[src/rtl/mkmr_pkg.sv]
// Shared constants, register codes and widths of the mouse key motion reporter.
// Used by the channel interfaces, the top level and the port checker; no dependencies.
`timescale 1ns / 1ps

package mkmr_pkg;

    // Integral width default and fixed field widths.
    localparam int SUM_WIDTH_DEF = 32;
    localparam int TICKS_W       = 17;
    localparam int IVL_W         = 16;
    localparam int DIV_W         = 16;
    localparam int STEP_W        = 7;
    localparam int DELTA_W       = 8;
    localparam int KEYS_W        = 4;

    // Quotient magnitude bits below the clamp check, and the step counter that walks them.
    localparam int Q_W   = 7;
    localparam int CNT_W = $clog2(Q_W + 1);

    // Configuration port.
    localparam int CFG_IDX_W  = 3;
    localparam int CFG_DATA_W = 16;

    typedef enum logic [CFG_IDX_W-1:0] {
        CFG_MOVE_MODE        = 3'd0,
        CFG_MOVE_INTERVAL    = 3'd1,
        CFG_INTEGRAL_DIVISOR = 3'd2,
        CFG_WHEEL_MODE       = 3'd3,
        CFG_WHEEL_STEP       = 3'd4,
        CFG_WHEEL_INTERVAL   = 3'd5
    } t_cfg_idx;

    // Register reset values.
    localparam logic [IVL_W-1:0]  RST_MOVE_INTERVAL  = 16'd10;
    localparam logic [DIV_W-1:0]  RST_DIVISOR        = 16'd16;
    localparam logic [STEP_W-1:0] RST_WHEEL_STEP     = 7'd1;
    localparam logic [IVL_W-1:0]  RST_WHEEL_INTERVAL = 16'd20;

    // Key bit positions, shared by movement and wheel keys.
    localparam int KEY_UP    = 0;
    localparam int KEY_DOWN  = 1;
    localparam int KEY_LEFT  = 2;
    localparam int KEY_RIGHT = 3;

    // Largest reported magnitude.
    localparam logic [Q_W-1:0] DELTA_MAG_MAX = 7'd127;

endpackage

[src/rtl/mkmr_if.sv]
// Valid/ready channel interfaces for scan-tick words, report words and register writes.
// Depends on mkmr_pkg for the field widths.
`timescale 1ns / 1ps

interface mkmr_in_if;
    logic                              valid;
    logic                              ready;
    logic                              mouse_layer_active;
    logic [mkmr_pkg::KEYS_W-1:0]       move_keys;
    logic [mkmr_pkg::KEYS_W-1:0]       wheel_keys;

    modport source (output valid, mouse_layer_active, move_keys, wheel_keys, input ready);
    modport sink   (input valid, mouse_layer_active, move_keys, wheel_keys, output ready);
endinterface

interface mkmr_out_if;
    logic                               valid;
    logic                               ready;
    logic                               mouse_report;
    logic                               x_valid;
    logic signed [mkmr_pkg::DELTA_W-1:0] x_delta;
    logic                               y_valid;
    logic signed [mkmr_pkg::DELTA_W-1:0] y_delta;
    logic                               wheel_report;
    logic                               vertical_valid;
    logic signed [mkmr_pkg::DELTA_W-1:0] vertical_delta;
    logic                               horizontal_valid;
    logic signed [mkmr_pkg::DELTA_W-1:0] horizontal_delta;

    modport source (output valid, mouse_report, x_valid, x_delta, y_valid, y_delta,
                    wheel_report, vertical_valid, vertical_delta, horizontal_valid,
                    horizontal_delta, input ready);
    modport sink   (input valid, mouse_report, x_valid, x_delta, y_valid, y_delta,
                    wheel_report, vertical_valid, vertical_delta, horizontal_valid,
                    horizontal_delta, output ready);
endinterface

interface mkmr_cfg_if;
    logic                              valid;
    logic                              ready;
    logic [mkmr_pkg::CFG_IDX_W-1:0]    index;
    logic [mkmr_pkg::CFG_DATA_W-1:0]   data;

    modport source (output valid, index, data, input ready);
    modport sink   (input valid, index, data, output ready);
endinterface

[src/rtl/mouse_key_motion_reporter_top.sv]
// Mouse key motion reporter: turns held movement and wheel keys into mouse and wheel reports.
// Depends on mkmr_pkg and the channel interfaces in mkmr_if.sv.
// Each tick word passes the integral update and the interval counters, then the shared
// divider for each movement axis that reports, which stops at its first step when the delta
// clamps. One word is in work at a time: the next tick is taken once the report word is
// loaded, later while an earlier one waits on the receiver. Reset is synchronous, active low;
// it restores the register defaults and clears integrals, held flags and interval counters.
`timescale 1ns / 1ps

module mouse_key_motion_reporter_top #(
    parameter int SUM_WIDTH = mkmr_pkg::SUM_WIDTH_DEF
) (
    input  logic         i_clk,
    input  logic         i_rst_n,
    mkmr_in_if.sink      i_in,
    mkmr_out_if.source   o_out,
    mkmr_cfg_if.sink     i_cfg
);

    // The remainder has to hold both the integral magnitude and the divisor shifted to the
    // clamp position.
    localparam int REM_W = (SUM_WIDTH > mkmr_pkg::DIV_W + mkmr_pkg::Q_W) ?
                           SUM_WIDTH : mkmr_pkg::DIV_W + mkmr_pkg::Q_W;

    localparam logic signed [SUM_WIDTH-1:0] SUM_MAX = {1'b0, {(SUM_WIDTH-1){1'b1}}};
    localparam logic signed [SUM_WIDTH-1:0] SUM_MIN = {1'b1, {(SUM_WIDTH-1){1'b0}}};

    localparam logic [mkmr_pkg::CNT_W-1:0] STEP_CLAMP = mkmr_pkg::CNT_W'(mkmr_pkg::Q_W);

    // Sequencer: latch the tick, update the integrals, run the interval counters, then divide
    // the x and the y integral in turn on the shared unit, and finally hand over the report.
    typedef enum logic [5:0] {
        S_IDLE = 6'b000001,
        S_UPD  = 6'b000010,
        S_TICK = 6'b000100,
        S_LOAD = 6'b001000,
        S_DIV  = 6'b010000,
        S_DONE = 6'b100000
    } t_state;

    t_state r_state;

    // Configuration registers.
    logic                            r_move_mode;
    logic [mkmr_pkg::IVL_W-1:0]      r_move_interval;
    logic [mkmr_pkg::DIV_W-1:0]      r_divisor;
    logic                            r_wheel_mode;
    logic [mkmr_pkg::STEP_W-1:0]     r_wheel_step;
    logic [mkmr_pkg::IVL_W-1:0]      r_wheel_interval;

    // Tick word held while it is in work.
    logic                            r_layer;
    logic [mkmr_pkg::KEYS_W-1:0]     r_mkeys;
    logic [mkmr_pkg::KEYS_W-1:0]     r_wkeys;

    // Integrals, held wheel keys and interval counters.
    logic signed [SUM_WIDTH-1:0]     r_ud_sum;
    logic signed [SUM_WIDTH-1:0]     r_lr_sum;
    logic [mkmr_pkg::KEYS_W-1:0]     r_wheel_held;
    logic [mkmr_pkg::TICKS_W-1:0]    r_x_ticks;
    logic [mkmr_pkg::TICKS_W-1:0]    r_y_ticks;
    logic [mkmr_pkg::TICKS_W-1:0]    r_v_ticks;
    logic [mkmr_pkg::TICKS_W-1:0]    r_h_ticks;

    // Report flags of the current tick and the movement deltas.
    logic                            r_xv;
    logic                            r_yv;
    logic                            r_vv;
    logic                            r_hv;
    logic [mkmr_pkg::DELTA_W-1:0]    r_xd;
    logic [mkmr_pkg::DELTA_W-1:0]    r_yd;

    // Divider state: axis in work (0 for x, 1 for y), quotient bit, remainder, quotient, sign.
    logic                            r_axis;
    logic [mkmr_pkg::CNT_W-1:0]      r_step;
    logic [REM_W-1:0]                r_rem;
    logic [mkmr_pkg::Q_W-1:0]        r_quo;
    logic                            r_neg;

    // Output register.
    logic                            r_out_valid;
    logic                            r_out_xv;
    logic [mkmr_pkg::DELTA_W-1:0]    r_out_xd;
    logic                            r_out_yv;
    logic [mkmr_pkg::DELTA_W-1:0]    r_out_yd;
    logic                            r_out_vv;
    logic [mkmr_pkg::DELTA_W-1:0]    r_out_vd;
    logic                            r_out_hv;
    logic [mkmr_pkg::DELTA_W-1:0]    r_out_hd;

    // Shared divide unit and its next values.
    logic signed [SUM_WIDTH-1:0]     w_sel_sum;
    logic                            w_sel_neg;
    logic [SUM_WIDTH-1:0]            w_sel_mag;
    logic                            w_sel_valid;
    logic [REM_W-1:0]                w_dsh;
    logic                            w_ge;
    logic [REM_W-1:0]                w_diff;
    logic [mkmr_pkg::Q_W-1:0]        n_quo;
    logic                            n_fin;
    logic [mkmr_pkg::DELTA_W-1:0]    w_qx;
    logic [mkmr_pkg::DELTA_W-1:0]    n_delta;

    // Wheel deltas, formed straight from the held keys and the step size.
    logic [mkmr_pkg::DELTA_W-1:0]    w_step_pos;
    logic [mkmr_pkg::DELTA_W-1:0]    w_step_neg;
    logic [mkmr_pkg::DELTA_W-1:0]    w_vd;
    logic [mkmr_pkg::DELTA_W-1:0]    w_hd;

    logic                            w_in_acc;
    logic                            w_out_free;
    logic                            w_out_load;

    // A single step of an integral that sticks at the ends of its range. Opposite keys cancel.
    function automatic logic signed [SUM_WIDTH-1:0] f_sat_step(
        input logic signed [SUM_WIDTH-1:0] sum,
        input logic                        inc,
        input logic                        dec
    );
        logic signed [SUM_WIDTH-1:0] res;
        res = sum;
        if (inc && !dec && (sum != SUM_MAX)) begin
            res = sum + SUM_WIDTH'(1);
        end else if (dec && !inc && (sum != SUM_MIN)) begin
            res = sum - SUM_WIDTH'(1);
        end
        return res;
    endfunction

    // Interval counter of one axis: returns {report, next count}. An idle axis restarts at
    // zero; an active one reports once it has passed the interval, and otherwise counts up
    // until it sticks at its top value.
    function automatic logic [mkmr_pkg::TICKS_W:0] f_axis(
        input logic                         active,
        input logic [mkmr_pkg::TICKS_W-1:0] ticks,
        input logic [mkmr_pkg::IVL_W-1:0]   interval
    );
        logic [mkmr_pkg::TICKS_W:0] res;
        res = '0;
        if (!active) begin
            res = '0;
        end else if (ticks > mkmr_pkg::TICKS_W'(interval)) begin
            res = {1'b1, {mkmr_pkg::TICKS_W{1'b0}}};
        end else if (ticks != {mkmr_pkg::TICKS_W{1'b1}}) begin
            res = {1'b0, ticks + mkmr_pkg::TICKS_W'(1)};
        end else begin
            res = {1'b0, ticks};
        end
        return res;
    endfunction

    assign w_in_acc   = i_in.valid && i_in.ready;
    assign w_out_free = !r_out_valid || o_out.ready;
    assign w_out_load = (r_state == S_DONE) && w_out_free;

    assign i_in.ready  = (r_state == S_IDLE);
    assign i_cfg.ready = 1'b1;

    // The axis in work picks its integral; the divider works on its magnitude and puts the
    // sign back at the end, which truncates toward zero.
    assign w_sel_sum   = r_axis ? r_ud_sum : r_lr_sum;
    assign w_sel_neg   = w_sel_sum[SUM_WIDTH-1];
    assign w_sel_mag   = w_sel_neg ? (~w_sel_sum + SUM_WIDTH'(1)) : w_sel_sum;
    assign w_sel_valid = r_axis ? r_yv : r_xv;

    // One restoring step per cycle. The first step compares against the divisor shifted to
    // the clamp position: if the magnitude reaches it, the quotient is at least 128 and the
    // delta clamps to 127. A zero divisor always lands there, which gives the full-scale
    // answer with the sign of the integral.
    assign w_dsh  = REM_W'(r_divisor) << r_step;
    assign w_ge   = (r_rem >= w_dsh);
    assign w_diff = r_rem - w_dsh;

    always_comb begin
        if (r_step == STEP_CLAMP) begin
            n_quo = w_ge ? mkmr_pkg::DELTA_MAG_MAX : '0;
            n_fin = w_ge;
        end else begin
            n_quo = r_quo | (w_ge ? (mkmr_pkg::Q_W'(1) << r_step) : '0);
            n_fin = (r_step == '0);
        end
        w_qx    = {1'b0, n_quo};
        n_delta = r_neg ? (~w_qx + mkmr_pkg::DELTA_W'(1)) : w_qx;
    end

    // Up or left held gives a positive wheel step, otherwise a negative one.
    assign w_step_pos = {1'b0, r_wheel_step};
    assign w_step_neg = ~w_step_pos + mkmr_pkg::DELTA_W'(1);
    assign w_vd = !r_vv ? '0 : (r_wheel_held[mkmr_pkg::KEY_UP]   ? w_step_pos : w_step_neg);
    assign w_hd = !r_hv ? '0 : (r_wheel_held[mkmr_pkg::KEY_LEFT] ? w_step_pos : w_step_neg);

    // Register writes land in any cycle unchecked; the user must send them only while idle.
    always_ff @(posedge i_clk) begin
        if (!i_rst_n) begin
            r_move_mode      <= 1'b0;
            r_move_interval  <= mkmr_pkg::RST_MOVE_INTERVAL;
            r_divisor        <= mkmr_pkg::RST_DIVISOR;
            r_wheel_mode     <= 1'b0;
            r_wheel_step     <= mkmr_pkg::RST_WHEEL_STEP;
            r_wheel_interval <= mkmr_pkg::RST_WHEEL_INTERVAL;
        end else if (i_cfg.valid) begin
            unique case (mkmr_pkg::t_cfg_idx'(i_cfg.index))
                mkmr_pkg::CFG_MOVE_MODE:        r_move_mode      <= i_cfg.data[0];
                mkmr_pkg::CFG_MOVE_INTERVAL:    r_move_interval  <= i_cfg.data;
                mkmr_pkg::CFG_INTEGRAL_DIVISOR: r_divisor        <= i_cfg.data;
                mkmr_pkg::CFG_WHEEL_MODE:       r_wheel_mode     <= i_cfg.data[0];
                mkmr_pkg::CFG_WHEEL_STEP:       r_wheel_step     <= i_cfg.data[mkmr_pkg::STEP_W-1:0];
                mkmr_pkg::CFG_WHEEL_INTERVAL:   r_wheel_interval <= i_cfg.data;
                default: begin
                end
            endcase
        end
    end

    // Sequencer, state update and shared divider.
    always_ff @(posedge i_clk) begin
        if (!i_rst_n) begin
            r_state      <= S_IDLE;
            r_ud_sum     <= '0;
            r_lr_sum     <= '0;
            r_wheel_held <= '0;
            r_x_ticks    <= '0;
            r_y_ticks    <= '0;
            r_v_ticks    <= '0;
            r_h_ticks    <= '0;
            r_out_valid  <= 1'b0;
        end else begin
            // A new report word takes the output register; otherwise a taken one leaves it.
            if (w_out_load) begin
                r_out_valid <= 1'b1;
            end else if (o_out.ready) begin
                r_out_valid <= 1'b0;
            end
            unique case (r_state)
                S_IDLE: begin
                    if (w_in_acc) begin
                        r_layer <= i_in.mouse_layer_active;
                        r_mkeys <= i_in.move_keys;
                        r_wkeys <= i_in.wheel_keys;
                        r_state <= S_UPD;
                    end
                end
                S_UPD: begin
                    // Leaving the mouse layer drops both integrals and the held wheel keys.
                    if (r_layer) begin
                        r_ud_sum <= f_sat_step(r_ud_sum, r_mkeys[mkmr_pkg::KEY_UP],
                                               r_mkeys[mkmr_pkg::KEY_DOWN]);
                        r_lr_sum <= f_sat_step(r_lr_sum, r_mkeys[mkmr_pkg::KEY_LEFT],
                                               r_mkeys[mkmr_pkg::KEY_RIGHT]);
                        r_wheel_held <= r_wkeys;
                    end else begin
                        r_ud_sum     <= '0;
                        r_lr_sum     <= '0;
                        r_wheel_held <= '0;
                    end
                    r_state <= S_TICK;
                end
                S_TICK: begin
                    // A disabled group keeps its counters and reports nothing.
                    if (!r_move_mode) begin
                        {r_xv, r_x_ticks} <= f_axis(r_lr_sum != '0, r_x_ticks, r_move_interval);
                        {r_yv, r_y_ticks} <= f_axis(r_ud_sum != '0, r_y_ticks, r_move_interval);
                    end else begin
                        r_xv <= 1'b0;
                        r_yv <= 1'b0;
                    end
                    if (!r_wheel_mode) begin
                        {r_vv, r_v_ticks} <= f_axis(r_wheel_held[mkmr_pkg::KEY_UP] ||
                                                    r_wheel_held[mkmr_pkg::KEY_DOWN],
                                                    r_v_ticks, r_wheel_interval);
                        {r_hv, r_h_ticks} <= f_axis(r_wheel_held[mkmr_pkg::KEY_LEFT] ||
                                                    r_wheel_held[mkmr_pkg::KEY_RIGHT],
                                                    r_h_ticks, r_wheel_interval);
                    end else begin
                        r_vv <= 1'b0;
                        r_hv <= 1'b0;
                    end
                    r_axis  <= 1'b0;
                    r_state <= S_LOAD;
                end
                S_LOAD: begin
                    if (w_sel_valid) begin
                        r_rem   <= REM_W'(w_sel_mag);
                        r_neg   <= w_sel_neg;
                        r_quo   <= '0;
                        r_step  <= STEP_CLAMP;
                        r_state <= S_DIV;
                    end else begin
                        // An axis that does not report carries a zero delta.
                        if (r_axis) begin
                            r_yd    <= '0;
                            r_state <= S_DONE;
                        end else begin
                            r_xd    <= '0;
                            r_axis  <= 1'b1;
                        end
                    end
                end
                S_DIV: begin
                    if (w_ge && (r_step != STEP_CLAMP)) begin
                        r_rem <= w_diff;
                    end
                    r_quo  <= n_quo;
                    r_step <= r_step - mkmr_pkg::CNT_W'(1);
                    if (n_fin) begin
                        if (r_axis) begin
                            r_yd    <= n_delta;
                            r_state <= S_DONE;
                        end else begin
                            r_xd    <= n_delta;
                            r_axis  <= 1'b1;
                            r_state <= S_LOAD;
                        end
                    end
                end
                S_DONE: begin
                    // Wait here only while an earlier report word is still not taken.
                    if (w_out_free) begin
                        r_out_xv    <= r_xv;
                        r_out_xd    <= r_xd;
                        r_out_yv    <= r_yv;
                        r_out_yd    <= r_yd;
                        r_out_vv    <= r_vv;
                        r_out_vd    <= w_vd;
                        r_out_hv    <= r_hv;
                        r_out_hd    <= w_hd;
                        r_state     <= S_IDLE;
                    end
                end
                default: begin
                    r_state <= S_IDLE;
                end
            endcase
        end
    end

    assign o_out.valid            = r_out_valid;
    assign o_out.mouse_report     = r_out_xv || r_out_yv;
    assign o_out.x_valid          = r_out_xv;
    assign o_out.x_delta          = r_out_xd;
    assign o_out.y_valid          = r_out_yv;
    assign o_out.y_delta          = r_out_yd;
    assign o_out.wheel_report     = r_out_vv || r_out_hv;
    assign o_out.vertical_valid   = r_out_vv;
    assign o_out.vertical_delta   = r_out_vd;
    assign o_out.horizontal_valid = r_out_hv;
    assign o_out.horizontal_delta = r_out_hd;

endmodule

[src/flat_wrapper.sv]
// flat-port wrapper written by rule: the top's interface ports become plain ports
module mouse_key_motion_reporter_top_flat 
#(
    parameter int SUM_WIDTH = mkmr_pkg::SUM_WIDTH_DEF
)
  (i_clk, i_rst_n, i_in_valid, i_in_mouse_layer_active, i_in_move_keys, i_in_wheel_keys, i_in_ready, o_out_valid, o_out_mouse_report, o_out_x_valid, o_out_x_delta, o_out_y_valid, o_out_y_delta, o_out_wheel_report, o_out_vertical_valid, o_out_vertical_delta, o_out_horizontal_valid, o_out_horizontal_delta, o_out_ready, i_cfg_valid, i_cfg_index, i_cfg_data, i_cfg_ready);
  mkmr_in_if i_in_i ();
  mkmr_out_if o_out_i ();
  mkmr_cfg_if i_cfg_i ();
  input  logic i_clk;
  input  logic i_rst_n;
  input wire logic [$bits(i_in_i.valid)-1:0] i_in_valid;
  input wire logic [$bits(i_in_i.mouse_layer_active)-1:0] i_in_mouse_layer_active;
  input wire logic [$bits(i_in_i.move_keys)-1:0] i_in_move_keys;
  input wire logic [$bits(i_in_i.wheel_keys)-1:0] i_in_wheel_keys;
  output wire logic [$bits(i_in_i.ready)-1:0] i_in_ready;
  output wire logic [$bits(o_out_i.valid)-1:0] o_out_valid;
  output wire logic [$bits(o_out_i.mouse_report)-1:0] o_out_mouse_report;
  output wire logic [$bits(o_out_i.x_valid)-1:0] o_out_x_valid;
  output wire logic [$bits(o_out_i.x_delta)-1:0] o_out_x_delta;
  output wire logic [$bits(o_out_i.y_valid)-1:0] o_out_y_valid;
  output wire logic [$bits(o_out_i.y_delta)-1:0] o_out_y_delta;
  output wire logic [$bits(o_out_i.wheel_report)-1:0] o_out_wheel_report;
  output wire logic [$bits(o_out_i.vertical_valid)-1:0] o_out_vertical_valid;
  output wire logic [$bits(o_out_i.vertical_delta)-1:0] o_out_vertical_delta;
  output wire logic [$bits(o_out_i.horizontal_valid)-1:0] o_out_horizontal_valid;
  output wire logic [$bits(o_out_i.horizontal_delta)-1:0] o_out_horizontal_delta;
  input wire logic [$bits(o_out_i.ready)-1:0] o_out_ready;
  input wire logic [$bits(i_cfg_i.valid)-1:0] i_cfg_valid;
  input wire logic [$bits(i_cfg_i.index)-1:0] i_cfg_index;
  input wire logic [$bits(i_cfg_i.data)-1:0] i_cfg_data;
  output wire logic [$bits(i_cfg_i.ready)-1:0] i_cfg_ready;
  assign i_in_i.valid = i_in_valid;
  assign i_in_i.mouse_layer_active = i_in_mouse_layer_active;
  assign i_in_i.move_keys = i_in_move_keys;
  assign i_in_i.wheel_keys = i_in_wheel_keys;
  assign i_in_ready = i_in_i.ready;
  assign o_out_valid = o_out_i.valid;
  assign o_out_mouse_report = o_out_i.mouse_report;
  assign o_out_x_valid = o_out_i.x_valid;
  assign o_out_x_delta = o_out_i.x_delta;
  assign o_out_y_valid = o_out_i.y_valid;
  assign o_out_y_delta = o_out_i.y_delta;
  assign o_out_wheel_report = o_out_i.wheel_report;
  assign o_out_vertical_valid = o_out_i.vertical_valid;
  assign o_out_vertical_delta = o_out_i.vertical_delta;
  assign o_out_horizontal_valid = o_out_i.horizontal_valid;
  assign o_out_horizontal_delta = o_out_i.horizontal_delta;
  assign o_out_i.ready = o_out_ready;
  assign i_cfg_i.valid = i_cfg_valid;
  assign i_cfg_i.index = i_cfg_index;
  assign i_cfg_i.data = i_cfg_data;
  assign i_cfg_ready = i_cfg_i.ready;
  mouse_key_motion_reporter_top #(.SUM_WIDTH(SUM_WIDTH)) u_core (.i_clk(i_clk), .i_rst_n(i_rst_n), .i_in(i_in_i), .o_out(o_out_i), .i_cfg(i_cfg_i));
endmodule
[config.mk]
export PLATFORM = sky130hd
export DESIGN_NAME = mouse_key_motion_reporter_top_flat
export DESIGN_NICKNAME = d
export VERILOG_FILES = /design/src/rtl/mkmr_pkg.sv /design/src/rtl/mkmr_if.sv /design/src/rtl/mouse_key_motion_reporter_top.sv /design/src/flat_wrapper.sv
export SDC_FILE = /design/constraint.sdc
export NUM_CORES = 1
export LEC_CHECK = 0
export BUFFER_PORTS_ARGS = -buffer_cell sky130_fd_sc_hd__buf_2
export CORE_ASPECT_RATIO = 0.6
export CORE_MARGIN = 2
export CORE_UTILIZATION = 40
export CTS_CLUSTER_SIZE = 16
export DETAILED_ROUTE_END_ITERATION = 16
export SLEW_MARGIN = 10
export SYNTH_ARGS = -nofsm -noshare
export SYNTH_HDL_FRONTEND = slang
export SYNTH_SLANG_ARGS = --single-unit
[constraint.sdc]
create_clock -name i_clk -period 7.43 [get_ports i_clk]
set_input_delay 0.3715 -clock i_clk [delete_from_list [all_inputs] [get_ports i_clk]]
set_output_delay 0.3715 -clock i_clk [all_outputs]
set_load 0.05 [all_outputs]
# == Word level (Yosys, flattened, before mapping) ==
# Index checks and enable logic that the tools add are counted.
# word_totals
out_inout_bits,41
input_bits,33
word_cells,223
regBits,309
# classes
n_reduce_logical,56
add_sub_neg,13
n_eq_ne,38
n_lt_le_gt_ge,5
n_shift,2
bitwise,12
n_mux,58
# ops
cell,count
32-bit two-way mux,10
17-bit two-way mux,8
32-bit inequality test (second input constant),4
32-bit by 2-bit adder with 32-bit output (second input constant),3
18-bit two-way mux,4
8-bit two-way mux,9
17-bit by 1-bit adder with 17-bit output (second input constant),4
17-bit by 16-bit greater-than comparator with 1-bit output,4
17-bit inequality test (second input constant),4
32-bit one-hot mux with 2 select lines,1
32-bit nonzero test,2
32-bit by 2-bit subtractor with 32-bit output (second input constant),2
7-bit two-way mux,6
6-bit two-way mux,6
6-bit one-hot mux with 6 select lines,1
32-bit >= comparator,1
32-bit inverter,1
8-bit one-hot mux with 2 select lines,2
16-bit by 3-bit << shifter with 32-bit output,1
32-bit subtractor,1
3-bit AND reduction,8
3-bit inequality test (second input constant),7
2-bit AND reduction,9
8-bit by 1-bit adder with 8-bit output (second input constant),2
other kinds (32),84

# == Longest topological paths before layout ==
# Gate-level depths: netlist of the first run.
# logic_depth
word_depth,11
depth_mapped,21
depth_no_buf,18

# == Worst setup path after synthesis of the first run ==
# No wires, ideal clock.
# synth_path
path_kind,reg-to-reg
from,register u_core.r_step[0] in the netlist's numbering
to,"register u_core.r_rem[0], enable pin"
arrival_ns,4.810
slack_ns,2.195
stages_incl_launch_ff,16
n_path_buf,3
setup_time_ns,0.425
synth_period_minus_slack_ns,5.235
cell_sequence,edfxtp_1 clkbuf_1 buf_1 clkbuf_1 inv_1 nand2_1 nor3_1 ha_1 fa_1 nand2b_1 a211oi_1 o31ai_1 a21o_1 nand2_2 a21oi_1 nor2b_1
# synth_via
elab_chain_len,5
word_cells_on_any_way,6
classes_between,1 x order compare; 2 x eq/ne; 1 x shift; 2 x reduce/logical
# synth_lines
item,line,rtl
from (decl),mouse_key_motion_reporter_top.sv:75,logic [mkmr_pkg::CNT_W-1:0] r_step;
from (signal assigned),mouse_key_motion_reporter_top.sv:304,r_step <= r_step - mkmr_pkg::CNT_W'(1);
16-bit by 3-bit << shifter with 32-bit output,mouse_key_motion_reporter_top.sv:170,assign w_dsh = REM_W'(r_divisor) << r_step;
32-bit >= comparator,mouse_key_motion_reporter_top.sv:171,assign w_ge = (r_rem >= w_dsh);
1-bit logical AND (*),mouse_key_motion_reporter_top.sv:300,if (w_ge && (r_step != STEP_CLAMP)) begin
2-bit by 1-bit inequality test with 1-bit output (no source line) (*),-,
4-bit AND reduction (no source line) (*),-,
to (signal assigned),mouse_key_motion_reporter_top.sv:283,r_rem <= REM_W'(w_sel_mag);
to (signal assigned),mouse_key_motion_reporter_top.sv:301,r_rem <= w_diff;
to (decl),mouse_key_motion_reporter_top.sv:76,logic [REM_W-1:0] r_rem;
# Mark *: on every way between the ends. The rest lies on a longest branch, timed or not.
# A chain may end at the register's enable or synchronous reset.

# == Worst setup path after layout of the first run ==
# layout_path
from,register u_core.r_step[0] in the netlist's numbering
to,register u_core.r_yd[6] in the netlist's numbering (data pin)
# layout_via
elab_chain_len,11
word_cells_on_any_way,14
classes_between,1 x add/sub; 1 x order compare; 1 x eq/ne; 2 x shift; 7 x mux; 2 x bitwise
# layout_lines
item,line,rtl
16-bit by 3-bit << shifter with 32-bit output,mouse_key_motion_reporter_top.sv:170,
32-bit >= comparator,mouse_key_motion_reporter_top.sv:171,
7-bit two-way mux,mouse_key_motion_reporter_top.sv:179,n_quo = r_quo | (w_ge ? (mkmr_pkg::Q_W'(1) << r_step) : '0);
7-bit OR,mouse_key_motion_reporter_top.sv:179,
7-bit two-way mux (*),mouse_key_motion_reporter_top.sv:175,if (r_step == STEP_CLAMP) begin
7-bit inverter with 8-bit output,mouse_key_motion_reporter_top.sv:183,n_delta = r_neg ? (~w_qx + mkmr_pkg::DELTA_W'(1)) : w_qx;
8-bit by 1-bit adder with 8-bit output,mouse_key_motion_reporter_top.sv:183,
8-bit two-way mux (*),mouse_key_motion_reporter_top.sv:183,
8-bit two-way mux (*),mouse_key_motion_reporter_top.sv:306,if (r_axis) begin
8-bit two-way mux (*),mouse_key_motion_reporter_top.sv:305,if (n_fin) begin
8-bit one-hot mux with 2 select lines (*),mouse_key_motion_reporter_top.sv:234,unique case (r_state)
to (signal assigned),mouse_key_motion_reporter_top.sv:307,r_yd <= n_delta;
to (decl),mouse_key_motion_reporter_top.sv:71,logic [mkmr_pkg::DELTA_W-1:0] r_yd;
# Mark *: on every way between the ends. The rest lies on a longest branch, timed or not. The select of a mux whose other input is x is not followed.

==> results of run 1 <==
timing repair:
action                                  4_1_cts  5_1_grt
endpoints found under the setup margin        0        0
hold buffers                                  9        0
resized for setup                             0        0
endpoints found under the hold margin         9        0
sequential cells by signal, summed over array words and instances (netlist names), 6 cells and up:
signal / cells
u_core.r_yd: 8
u_core.r_wheel_step: 7
u_core.r_h_ticks: 17
u_core.r_wheel_interval: 16
u_core.r_lr_sum: 32
u_core.o_out.x_delta: 8
u_core.r_divisor: 16
u_core.r_xd: 8
u_core.r_state: 6
u_core.r_v_ticks: 17
u_core.r_x_ticks: 17
u_core.o_out.horizontal_delta: 8
u_core.o_out.y_delta: 8
u_core.o_out.vertical_delta: 8
u_core.r_rem: 32
u_core.r_ud_sum: 32
u_core.r_y_ticks: 17
u_core.r_quo: 7
u_core.r_move_interval: 16
cell families (layout without fill, tap and decap cells):
kind of cell	Yosys count	after routing	synth area share, %
xor gates and xnor gates	93	93	3.902
other	1	2	0.01797
DFF	309	309	34.86
adders and majority gates	166	166	10.06
buffers and inverters	194	245	3.627
AOI/OAI and AO/OA	687	687	20.78
muxes	77	77	3.896
and+or+nand+nor	944	944	22.86
where the power goes:
| part | switching (W) | internal, W | total (W) |
|---|---|---|---|
| Clock | 0.000749 | 0.00103 | 0.00178 |
| Combinational | 0.000236 | 0.000125 | 0.000360 |
| Sequential | 0.0000236 | 0.00176 | 0.00178 |
| Total | 0.00101 | 0.00291 | 0.00392 |
path summary, 6_finish.rpt:
check                         from                           to  depth (start not counted)
setup reg to reg  u_core.r_step[0]               u_core.r_yd[6]                         18
hold reg to reg     u_core.r_yd[3]      u_core.o_out.y_delta[3]                          0
hold / removal      i_cfg_data[11]  u_core.r_wheel_interval[11]                          3
setup / recovery  u_core.r_step[0]               u_core.r_yd[6]                         18
cell usage in the layout, fill, tap and decap left out, types with 34 or more instances in the layout:
cell / netlist / final
dfxtp_1: 200 / 200
a21o_1: 63 / 63
o21ai_0: 135 / 135
nand4_1: 57 / 57
mux2i_1: 70 / 70
nand3_1: 80 / 80
nor4_1: 34 / 34
edfxtp_1: 109 / 109
nor3_1: 59 / 59
ha_1: 163 / 163
inv_1: 87 / 86
xor2_1: 45 / 45
nor2_1: 158 / 157
nand2_1: 309 / 309
and3_1: 41 / 41
nand2b_1: 36 / 36
or3_1: 38 / 38
a31oi_1: 35 / 34
buf_2: 8 / 72
a21oi_1: 220 / 220
xnor2_1: 48 / 48
layout make-up:
class                           instances  area (sq um)
Inverter                               88         332.8
Multi-Input combinational cell       1968         12860
Fill cell                            5038         28180
Clock inverter                         16         241.5
Tap cell                              693         867.1
Clock buffer                           42         897.1
Antenna cell                            1         2.502
Timing Repair Buffer                   99         585.6
Sequential cell                       309          7277
metal layers:
layer	wire, um	vias up
li1	-	9248
met1	35290	9162
met2	23650	748
met3	6103	62
met4	860	0
met5	0	-
critical path, stage by stage (launching register included):
cell       delay (ps)
edfxtp_1         1050
mux2_2            350
nor2_1             50
a21oi_1           230
mux2i_1           120
ha_1              370
nand2_1           100
nor4_1            700
o31ai_1           330
a21o_1            300
a21oi_1           470
a311o_1           300
inv_1             110
ha_1              210
inv_1              50
a2111oi_0          70
a41oi_1           300
xnor2_1           150
nor2_1             70
metrics by stage:
stage / instances / area (sq um) / setup slack, ps / total power [W] / utilization [%]
floorplan: 2471 / 20870 / 2195 / 0.002056 / -
global placement: 3148 / 21830 / 2192 / 0.002158 / 42.59
detailed placement: 3148 / 21830 / 1943 / 0.002165 / 42.59
CTS: 3215 / 23060 / 1911 / 0.003938 / 44.99
global route: 3215 / 23060 / 1418 / 0.004045 / 45.00
finish: 3216 / 23060 / 1828 / 0.003919 / 45.00
==> results.sh, run 1 <==
export IMPL_clk_insertion_delay_late_ps=600
export IMPL_die_w_um=298.9
export IMPL_routedWlPerCell_um=20.49
export IMPL_met3_usage_pct=4.954
export IMPL_grt_max_degree=71
export IMPL_grtUsageMet2_pct=29.17
export IMPL_hpwl_um=49640
export IMPL_yosysWarnings=0
export IMPL_routed_via_density=5.976
export IMPL_p_leak_nw=9.082
export IMPL_yosysTopAreaCell="dfxtp_1"
export IMPL_dieArea_sq_um=54080
export IMPL_grt_antenna_before_repair=0
export IMPL_hold_violations=0
export IMPL_synth_cells=2471
export IMPL_slew_violations=0
export IMPL_timing_slew_headroom_pct=17.97
export IMPL_io_buffers=72
export IMPL_use_met1_pct=40.14
export IMPL_post_cts_buffers=0
export IMPL_p_per_area_nw_per_um2=169.9
export IMPL_die_y_um=180.9
export IMPL_crit_path_max_fanout=28
export IMPL_gr_total_overflow=0
export IMPL_coreArea_sq_um=51250
export IMPL_synth_flop_cell="dfxtp_1"
export IMPL_place_congestion=0.9250
export IMPL_postRouteAntennaNets=0
export IMPL_syn_mean_instance_area_sq_um=8.447
export IMPL_synth_cell_types=89
export IMPL_cts_buffers=31
export IMPL_rows=64
export IMPL_syn_nets=2670
export IMPL_grt_usage_pct=23.56
export IMPL_max_cap_violations=0
export IMPL_grt_pass1_vias=17160
export IMPL_final_nets=2696
export IMPL_cts_tree="yes"
export IMPL_clock_sinks=309
export IMPL_crit_path_end_kind="flip-flop"
export IMPL_initial_core_util_pct=40.73
export IMPL_seq_area_frac_synth_pct=34.86
export IMPL_synthTopCellsByArea="dfxtp_1 19%, edfxtp_1 16%, ha_1 9.8%, nand2_1 5.6%, a21oi_1 5.3%"
export IMPL_vias=19220
export IMPL_ir_drop_mv=0.1751
export IMPL_synth_top_area_share_pct=19.18
export IMPL_timing_hold_ws_ps=60.41
export IMPL_status="complete, no violations"
export IMPL_drt_iter0_drc=2034
export IMPL_area_growth_pct=10.50
export IMPL_rrSetupSlack_ps=1830
export IMPL_syn_area_sq_um=20870
export IMPL_drt_wl_total_um=65900
export IMPL_required_ps=7760
export IMPL_tns_ps=0
export IMPL_ioPinCount=74
export IMPL_layout_min_cycle_time_ps=5602
export IMPL_layout_drive_gt1_share_pct=7.732
export IMPL_firstDrtPassIters=7
export IMPL_drc=0
export IMPL_yosys_register_bits=309
export IMPL_rsz0062_at_grt="no"
export IMPL_cts_htree_levels=1
export IMPL_setup_viol=0
export IMPL_grt_first_pass_wirelength_um=101700
export IMPL_fmax_ghz=0.1785
export IMPL_startpoint_type="flip-flop"
export IMPL_clkTransAtPathRegs_ps=70
export IMPL_finalCritPeriodShare_pct=75.40
export IMPL_tightest_slew_ps=1226
export IMPL_path_class="flip-flop to flip-flop"
export IMPL_arrival_ps=5940
export IMPL_cts_root_buf="clkbuf_16"
export IMPL_hp_class="input pin to flip-flop"
export IMPL_fin_worst_skew_ps=27.50
export IMPL_yosysMostFrequentCell="nand2_1"
export IMPL_gr_max_usage_layer="met1"
export IMPL_yosys_top_cells_count="309 x nand2_1, 220 x a21oi_1, 200 x dfxtp_1"
export IMPL_clk_path_buf_depth=3
export IMPL_synth_async_reset_ratio_pct=0
export IMPL_synth_edff_count=109
Note: power is estimated with default switching activity, not from simulation.
==> inputs of run 2 (changes only) <==
- ABC_AREA: unset -> 1
- clock period: 7.43 -> 5.1 ns (I/O delays scaled with it)
==> results.sh, run 2 <==
export IMPL_status="complete, no violations"
export IMPL_drt_iter0_drc=2529
export IMPL_fin_cells=4111
export IMPL_die_y_um=187.8
export IMPL_synth_async_reset_ratio_pct=0
export IMPL_finalCritPeriodShare_pct=80.79
export IMPL_grt_max_degree=70
export IMPL_timing_slew_headroom_pct=27.67
export IMPL_synthTopCellsByArea="dfxtp_1 18%, edfxtp_1 15%, nand2_1 13%, ha_1 9.1%, nor2_1 7.6%"
export IMPL_final_nets=3524
export IMPL_syn_nets=3470
export IMPL_multi_input_area_sq_um=13360
export IMPL_rows=67
export IMPL_total_power_w=0.005997
export IMPL_fin_worst_skew_ps=25.29
export IMPL_dieArea_sq_um=58310
export IMPL_whs_endpoint="u_core.o_out.valid"
export IMPL_met3WireLength_um=7119
export IMPL_fillers=5718
export IMPL_fin_area_sq_um=24900
export IMPL_timing_rr_start="u_core.r_step[0]"
export IMPL_wl_met1_um=38110
export IMPL_synth_edff_count=109
export IMPL_r2r_end="u_core.r_xd[6]"
export IMPL_yosys_register_bits=309
export IMPL_cts_buffers=35
export IMPL_syn_area_sq_um=22530
export IMPL_io_buffers=72
export IMPL_dr_max_layer_used="met4"
export IMPL_tightest_slew_ps=1085
export IMPL_reg_top3="u_core.r_lr_sum x32, u_core.r_rem x32, u_core.r_ud_sum x32"
export IMPL_hold_violations=0
export IMPL_routed_via_density=5.206
export IMPL_p_leak_nw=11.09
export IMPL_clkTransAtPathRegs_ps=60
export IMPL_ir_drop_mv=0.1929
export IMPL_whs_path_depth=4
export IMPL_seq_area_frac_synth_pct=32.30
export IMPL_layout_min_cycle_time_ps=4120
export IMPL_startpoint_type="flip-flop"
export IMPL_rsz0062_at_grt="no"
export IMPL_drt_wl_total_um=68600
export IMPL_synth_top_area_share_pct=17.77
export IMPL_grt_first_pass_wirelength_um=108600
export IMPL_hp_class="input pin to flip-flop"
export IMPL_setup_viol=0
export IMPL_slew_violations=0
export IMPL_hp_start="o_out_ready"
export IMPL_mostFrequentLayoutCell="nand2_1"
export IMPL_yosys_top_cells_count="759 x nand2_1, 457 x nor2_1, 359 x inv_1"
export IMPL_fmax_ghz=0.2427
export IMPL_grt_pass1_vias=18720
export IMPL_final_cell_mix="759 x nand2_1, 456 x nor2_1, 359 x inv_1"
export IMPL_tns_ps=0
export IMPL_grt_antenna_before_repair=2
export IMPL_cts_tree="yes"
export IMPL_hpwl_um=52910
export IMPL_arrival_ps=4420
export IMPL_grt_usage_pct=23.43
export IMPL_layout_drive_gt1_share_pct=7.908
export IMPL_synth_cell_types=64
export IMPL_yosysTopAreaCell="dfxtp_1"
export IMPL_place_congestion=0.9588
export IMPL_ioPinCount=74
export IMPL_area_growth_pct=10.50
export IMPL_synth_flop_cell="dfxtp_1"
export IMPL_crit_path_max_fanout=21
export IMPL_post_cts_buffers=0
export IMPL_required_ps=5400
export IMPL_wl_met2_um=22880
export IMPL_path_class="flip-flop to flip-flop"
export IMPL_dp_cells=4037
export IMPL_clk_path_buf_depth=3
export IMPL_cts_htree_levels=2
export IMPL_p_per_area_nw_per_um2=240.9
export IMPL_postRouteAntennaNets=0
export IMPL_synth_cells=3271
export IMPL_rrSetupSlack_ps=980
export IMPL_yosysMostFrequentCell="nand2_1"
export IMPL_max_cap_violations=0
export IMPL_initial_core_util_pct=40.42
export IMPL_post_dp_cell_area_sq_um=23570
export IMPL_routedWlPerCell_um=16.69
export IMPL_ff_latch_area_sq_um=7277
export IMPL_vias=21400
export IMPL_syn_mean_instance_area_sq_um=6.888
export IMPL_clk_insertion_delay_late_ps=560
export IMPL_crit_path_end_kind="flip-flop"
export IMPL_gr_total_overflow=0
export IMPL_r2r_cells=22
export IMPL_clock_sinks=309
export IMPL_drc=0
export IMPL_coreArea_sq_um=55750
export IMPL_cts_root_buf="clkbuf_16"
export IMPL_firstDrtPassIters=6
export IMPL_yosysWarnings=0
export IMPL_die_w_um=310.4
-- run 2: cell types whose count changed in the layout (fill, tap and decap cells not counted), moves of 31 or more --
cell | before | now
and3_1 | 41 | 0
or3_1 | 38 | 2
nand2_1 | 309 | 759
inv_1 | 86 | 359
nor2_1 | 157 | 456
o31ai_1 | 32 | 1
nand3_1 | 80 | 139
mux2i_1 | 70 | 7
a21o_1 | 63 | 15
a21oi_1 | 220 | 294
nand2b_1 | 36 | 0
o21ai_0 | 135 | 208
-- run 2: how the worst max path moves through the flow --
stage / endpoint / startpoint / cells after the start / slack [ps]
after floorplan: u_core.r_rem[0] / u_core.r_step[1] / 15 / 680
after global placement: u_core.r_yd[6] / u_core.r_step[0] / 22 / 1130
after detailed placement: u_core.r_xd[6] / u_core.r_step[0] / 22 / 1080
after CTS: u_core.r_xd[6] / u_core.r_step[0] / 22 / 1030
after global routing: u_core.r_xd[6] / u_core.r_step[0] / 22 / 520
final: u_core.r_xd[6] / u_core.r_step[0] / 22 / 980
-- run 2: through the flow --
| step | hold WS (ps) | util [%] | setup WS [ps] |
|---|---|---|---|
| 2_1_floorplan | 353.9 | - | 677.8 |
| 3_3_place_gp | 402.8 | 42.28 | 1129 |
| 3_5_place_dp | 404.5 | 42.28 | 1081 |
| 4_1_cts | 5.491 | 44.66 | 1031 |
| 5_1_grt | 13.93 | 44.66 | 522.3 |
| 6_report | 20.55 | 44.66 | 979.9 |
-- run 2: what timing repair did --
action,in CTS,in global routing
endpoints found under the hold margin,10,0
setup endpoints to repair,0,0
gates resized for setup,0,0
hold buffers,10,0
-- run 2: routing by layer --
layer  GRT usage (%)  up-vias
met5               0        -
met4           2.676        0
met3           5.278       41
met2           27.15      776
met1           41.55     9585
li1                -    11000
-- run 2: layout make-up --
| type | count | area share [%] |
|---|---|---|
| repair buffers | 110 | 2.704 |
| clock inverters | 22 | 1.070 |
| diodes | 1 | 0.01005 |
| clock buffers | 41 | 3.859 |
| multi-input cells | 2496 | 53.67 |
| inverters | 373 | 5.644 |
| flip-flops and latches | 309 | 29.23 |
| well taps | 759 | 3.814 |
-- run 2: worst max-delay path, stage by stage (launching register included) --
cell and delay [ps]:
edfxtp_1 360, buf_4 210, inv_1 400, nand2_1 130, nand3_1 90, o21ai_0 100, or2_2 300, ha_1 360
a21oi_1 160, nand2_1 120, nand2_1 90, nand2_1 140, nand2_2 130, nand4_4 180, nand2_2 140, nand2_1 80
nor2_2 130, ha_1 170, inv_1 60, nor2_1 160, nand3_1 130, a21oi_1 160, nor2_1 70
-- run 2: report_power, final --
group          internal [W]  total [W]  switching [W]  leakage, nW
combinational      0.000195   0.000667       0.000472         7.84
clock               0.00158    0.00273        0.00115        0.594
sequential          0.00257    0.00260      0.0000308         2.66
total               0.00434    0.00600        0.00166         11.1
-- run 2: logic make-up (layout without fill, tap and decap cells) --
group	Yosys count	in the layout	synth area share (%)
simple gates	1592	1592	30.23
compound gates	642	642	15.84
buf+inv	466	546	8.507
flops	309	309	32.30
fa+ha+maj	166	166	9.318
xor+xnor	87	87	3.382
mux	8	8	0.4109
other cells	1	2	0.01664
==> inputs of run 3 (changes only) <==
- clock period: 5.1 -> 4.3 ns (I/O delays scaled with it)
==> results.sh, run 3 (synthesized netlist as in run 2, its figures left out) <==
export IMPL_final_nets=3554
export IMPL_clk_insertion_delay_late_ps=550
export IMPL_fillers=5806
export IMPL_p_per_area_nw_per_um2=283.1
export IMPL_hpwl_um=54010
export IMPL_whs_path_depth=3
export IMPL_fmax_ghz=0.2546
export IMPL_finalCritPeriodShare_pct=91.34
export IMPL_crit_path_end_kind="flip-flop"
export IMPL_initial_core_util_pct=40.42
export IMPL_dieArea_sq_um=58310
export IMPL_pwr_share_seq_pct=43.4
export IMPL_grt_usage_pct=24.01
export IMPL_fin_area_sq_um=25120
export IMPL_hp_class="input pin to flip-flop"
export IMPL_clkTransAtPathRegs_ps=60
export IMPL_drc=0
export IMPL_ir_drop_mv=0.2309
export IMPL_p_leak_nw=11.22
export IMPL_clk_path_buf_depth=3
export IMPL_diodes=0
export IMPL_clock_sinks=309
export IMPL_p_clk_share_pct=45.4
export IMPL_slew_violations=0
export IMPL_required_ps=4680
export IMPL_layout_min_cycle_time_ps=3928
export IMPL_ff_latch_area_sq_um=7277
export IMPL_timing_slew_headroom_pct=31.78
export IMPL_die_y_um=187.8
export IMPL_rows=67
export IMPL_switching_share_pct=27.11
export IMPL_r2r_end="u_core.r_lr_sum[30]"
export IMPL_cts_root_buf="clkbuf_16"
export IMPL_grt_antenna_before_repair=2
export IMPL_ioPinCount=74
export IMPL_r2r_cells=16
export IMPL_cts_htree_levels=2
export IMPL_cts_tree="yes"
export IMPL_cts_buffers=36
export IMPL_rsz0062_at_grt="no"
export IMPL_firstDrtPassIters=6
export IMPL_gr_total_overflow=0
export IMPL_mostFrequentLayoutCell="nand2_1"
export IMPL_grt_max_degree=76
export IMPL_fin_worst_skew_ps=25.75
export IMPL_status="complete, no violations"
export IMPL_coreArea_sq_um=55750
export IMPL_post_cts_buffers=0
export IMPL_rrSetupSlack_ps=370
export IMPL_area_growth_pct=11.49
export IMPL_final_cell_mix="759 x nand2_1, 456 x nor2_1, 358 x inv_1"
export IMPL_tightest_slew_ps=1013
export IMPL_postRouteAntennaNets=0
export IMPL_vias=21870
export IMPL_layout_drive_gt1_share_pct=8.429
export IMPL_cp_endpoint="u_core.r_lr_sum[30]"
export IMPL_hold_violations=0
export IMPL_setup_viol=0
export IMPL_die_w_um=310.4
export IMPL_arrival_ps=4310
export IMPL_grt_first_pass_wirelength_um=111100
export IMPL_p_comb_share_pct=11.2
export IMPL_max_cap_violations=0
export IMPL_grt_pass1_vias=19230
export IMPL_io_buffers=72
export IMPL_tns_ps=0
export IMPL_multi_input_area_sq_um=13370
export IMPL_timing_rr_start="u_core.r_lr_sum[31]"
export IMPL_startpoint="u_core.r_lr_sum[31]"
export IMPL_p_sw_w=0.001928
export IMPL_drt_iter0_drc=2581
export IMPL_post_dp_cell_area_sq_um=23750
export IMPL_crit_path_max_fanout=21
export IMPL_drt_wl_total_um=70100
export IMPL_path_class="flip-flop to flip-flop"
export IMPL_p_int_w=0.005185
export IMPL_reg_top3="u_core.r_lr_sum x32, u_core.r_rem x32, u_core.r_ud_sum x32"
export IMPL_startpoint_type="flip-flop"
export IMPL_routed_via_density=5.283
export IMPL_routedWlPerCell_um=16.93
export IMPL_place_congestion=0.9586
[run 3: cell count changes in the layout (fill, tap and decap cells not counted), moves of 2 or more]
cell,previous run,this run
clkinv_1,4,6
clkinv_2,7,4
dlygate4sd3_1,10,15
clkbuf_1,2,6
buf_4,29,53
[run 3: worst min path at each step]
stage,endpoint,from,slack (ps)
CTS,u_core.r_divisor[9],i_cfg_data[9],2
global route,u_core.r_divisor[7],i_cfg_data[7],10
floorplan,u_core.r_layer,i_in_mouse_layer_active,310
global placement,u_core.r_wkeys[1],i_in_wheel_keys[1],390
detailed placement,u_core.r_wkeys[1],i_in_wheel_keys[1],390
finish,u_core.r_divisor[9],i_cfg_data[9],20
[run 3: cell type report]
class | count | share of cell area (%)
multi-input combinational | 2496 | 53.22
sequential | 309 | 28.97
inverter | 373 | 5.608
clock buffer | 46 | 3.985
tap | 759 | 3.780
timing repair buffer | 139 | 3.596
clock inverter | 18 | 0.8467
[run 3: metal layers]
metal  up-vias  part of all wire, %  GRT usage [%]
met5         -                0.019              0
met4         2                  1.2          3.270
met3        69                   10          5.900
met2       800                   33          28.39
met1      9945                   55          41.60
li1      11050                    -              -
[run 3: metrics by stage]
step / worst slack [ps] / std cells / util (%) / total power (W) / hold slack, ps
4_1_cts: 444.2 / 4140 / 45.05 / 0.007165 / 2.067
2_1_floorplan: 400.9 / 3271 / - / 0.003686 / 313.9
5_1_grt: 83.74 / 4140 / 45.06 / 0.007405 / 10.90
3_3_place_gp: 496.9 / 4061 / 42.60 / 0.003919 / 393.8
6_report: 372.4 / 4140 / 45.06 / 0.007112 / 18.79
3_5_place_dp: 469.4 / 4061 / 42.60 / 0.003915 / 393.3
[run 3: timing repair]
action / in CTS / in global routing
endpoints found under the setup margin: 0 / 3
endpoints found under the hold margin: 15 / 0
hold buffers: 15 / 0
gates resized for setup: 0 / 2
[run 3: worst max-delay path: stages, from the launching register on]
cell	delay, ps
dfxtp_1	340
inv_1	250
nand4_1	270
nor4_1	370
nand2_1	140
nand2_2	390
ha_1	380
a21oi_1	150
nand2_1	130
a21oi_1	300
or2_2	170
nand2_1	140
nand2_1	150
nand4_1	130
or2_2	300
nand3_1	70
a21oi_1	80
[run 3: power groups by stage]
stage	registers (W)	clock network (W)	logic, W
finish	0.00308	0.00323	0.000799
global route	0.00309	0.00342	0.000895
CTS	0.00308	0.00330	0.000784
detailed placement	0.00315	0	0.000768
global placement	0.00315	0	0.000772
floorplan	0.00313	0	0.000553
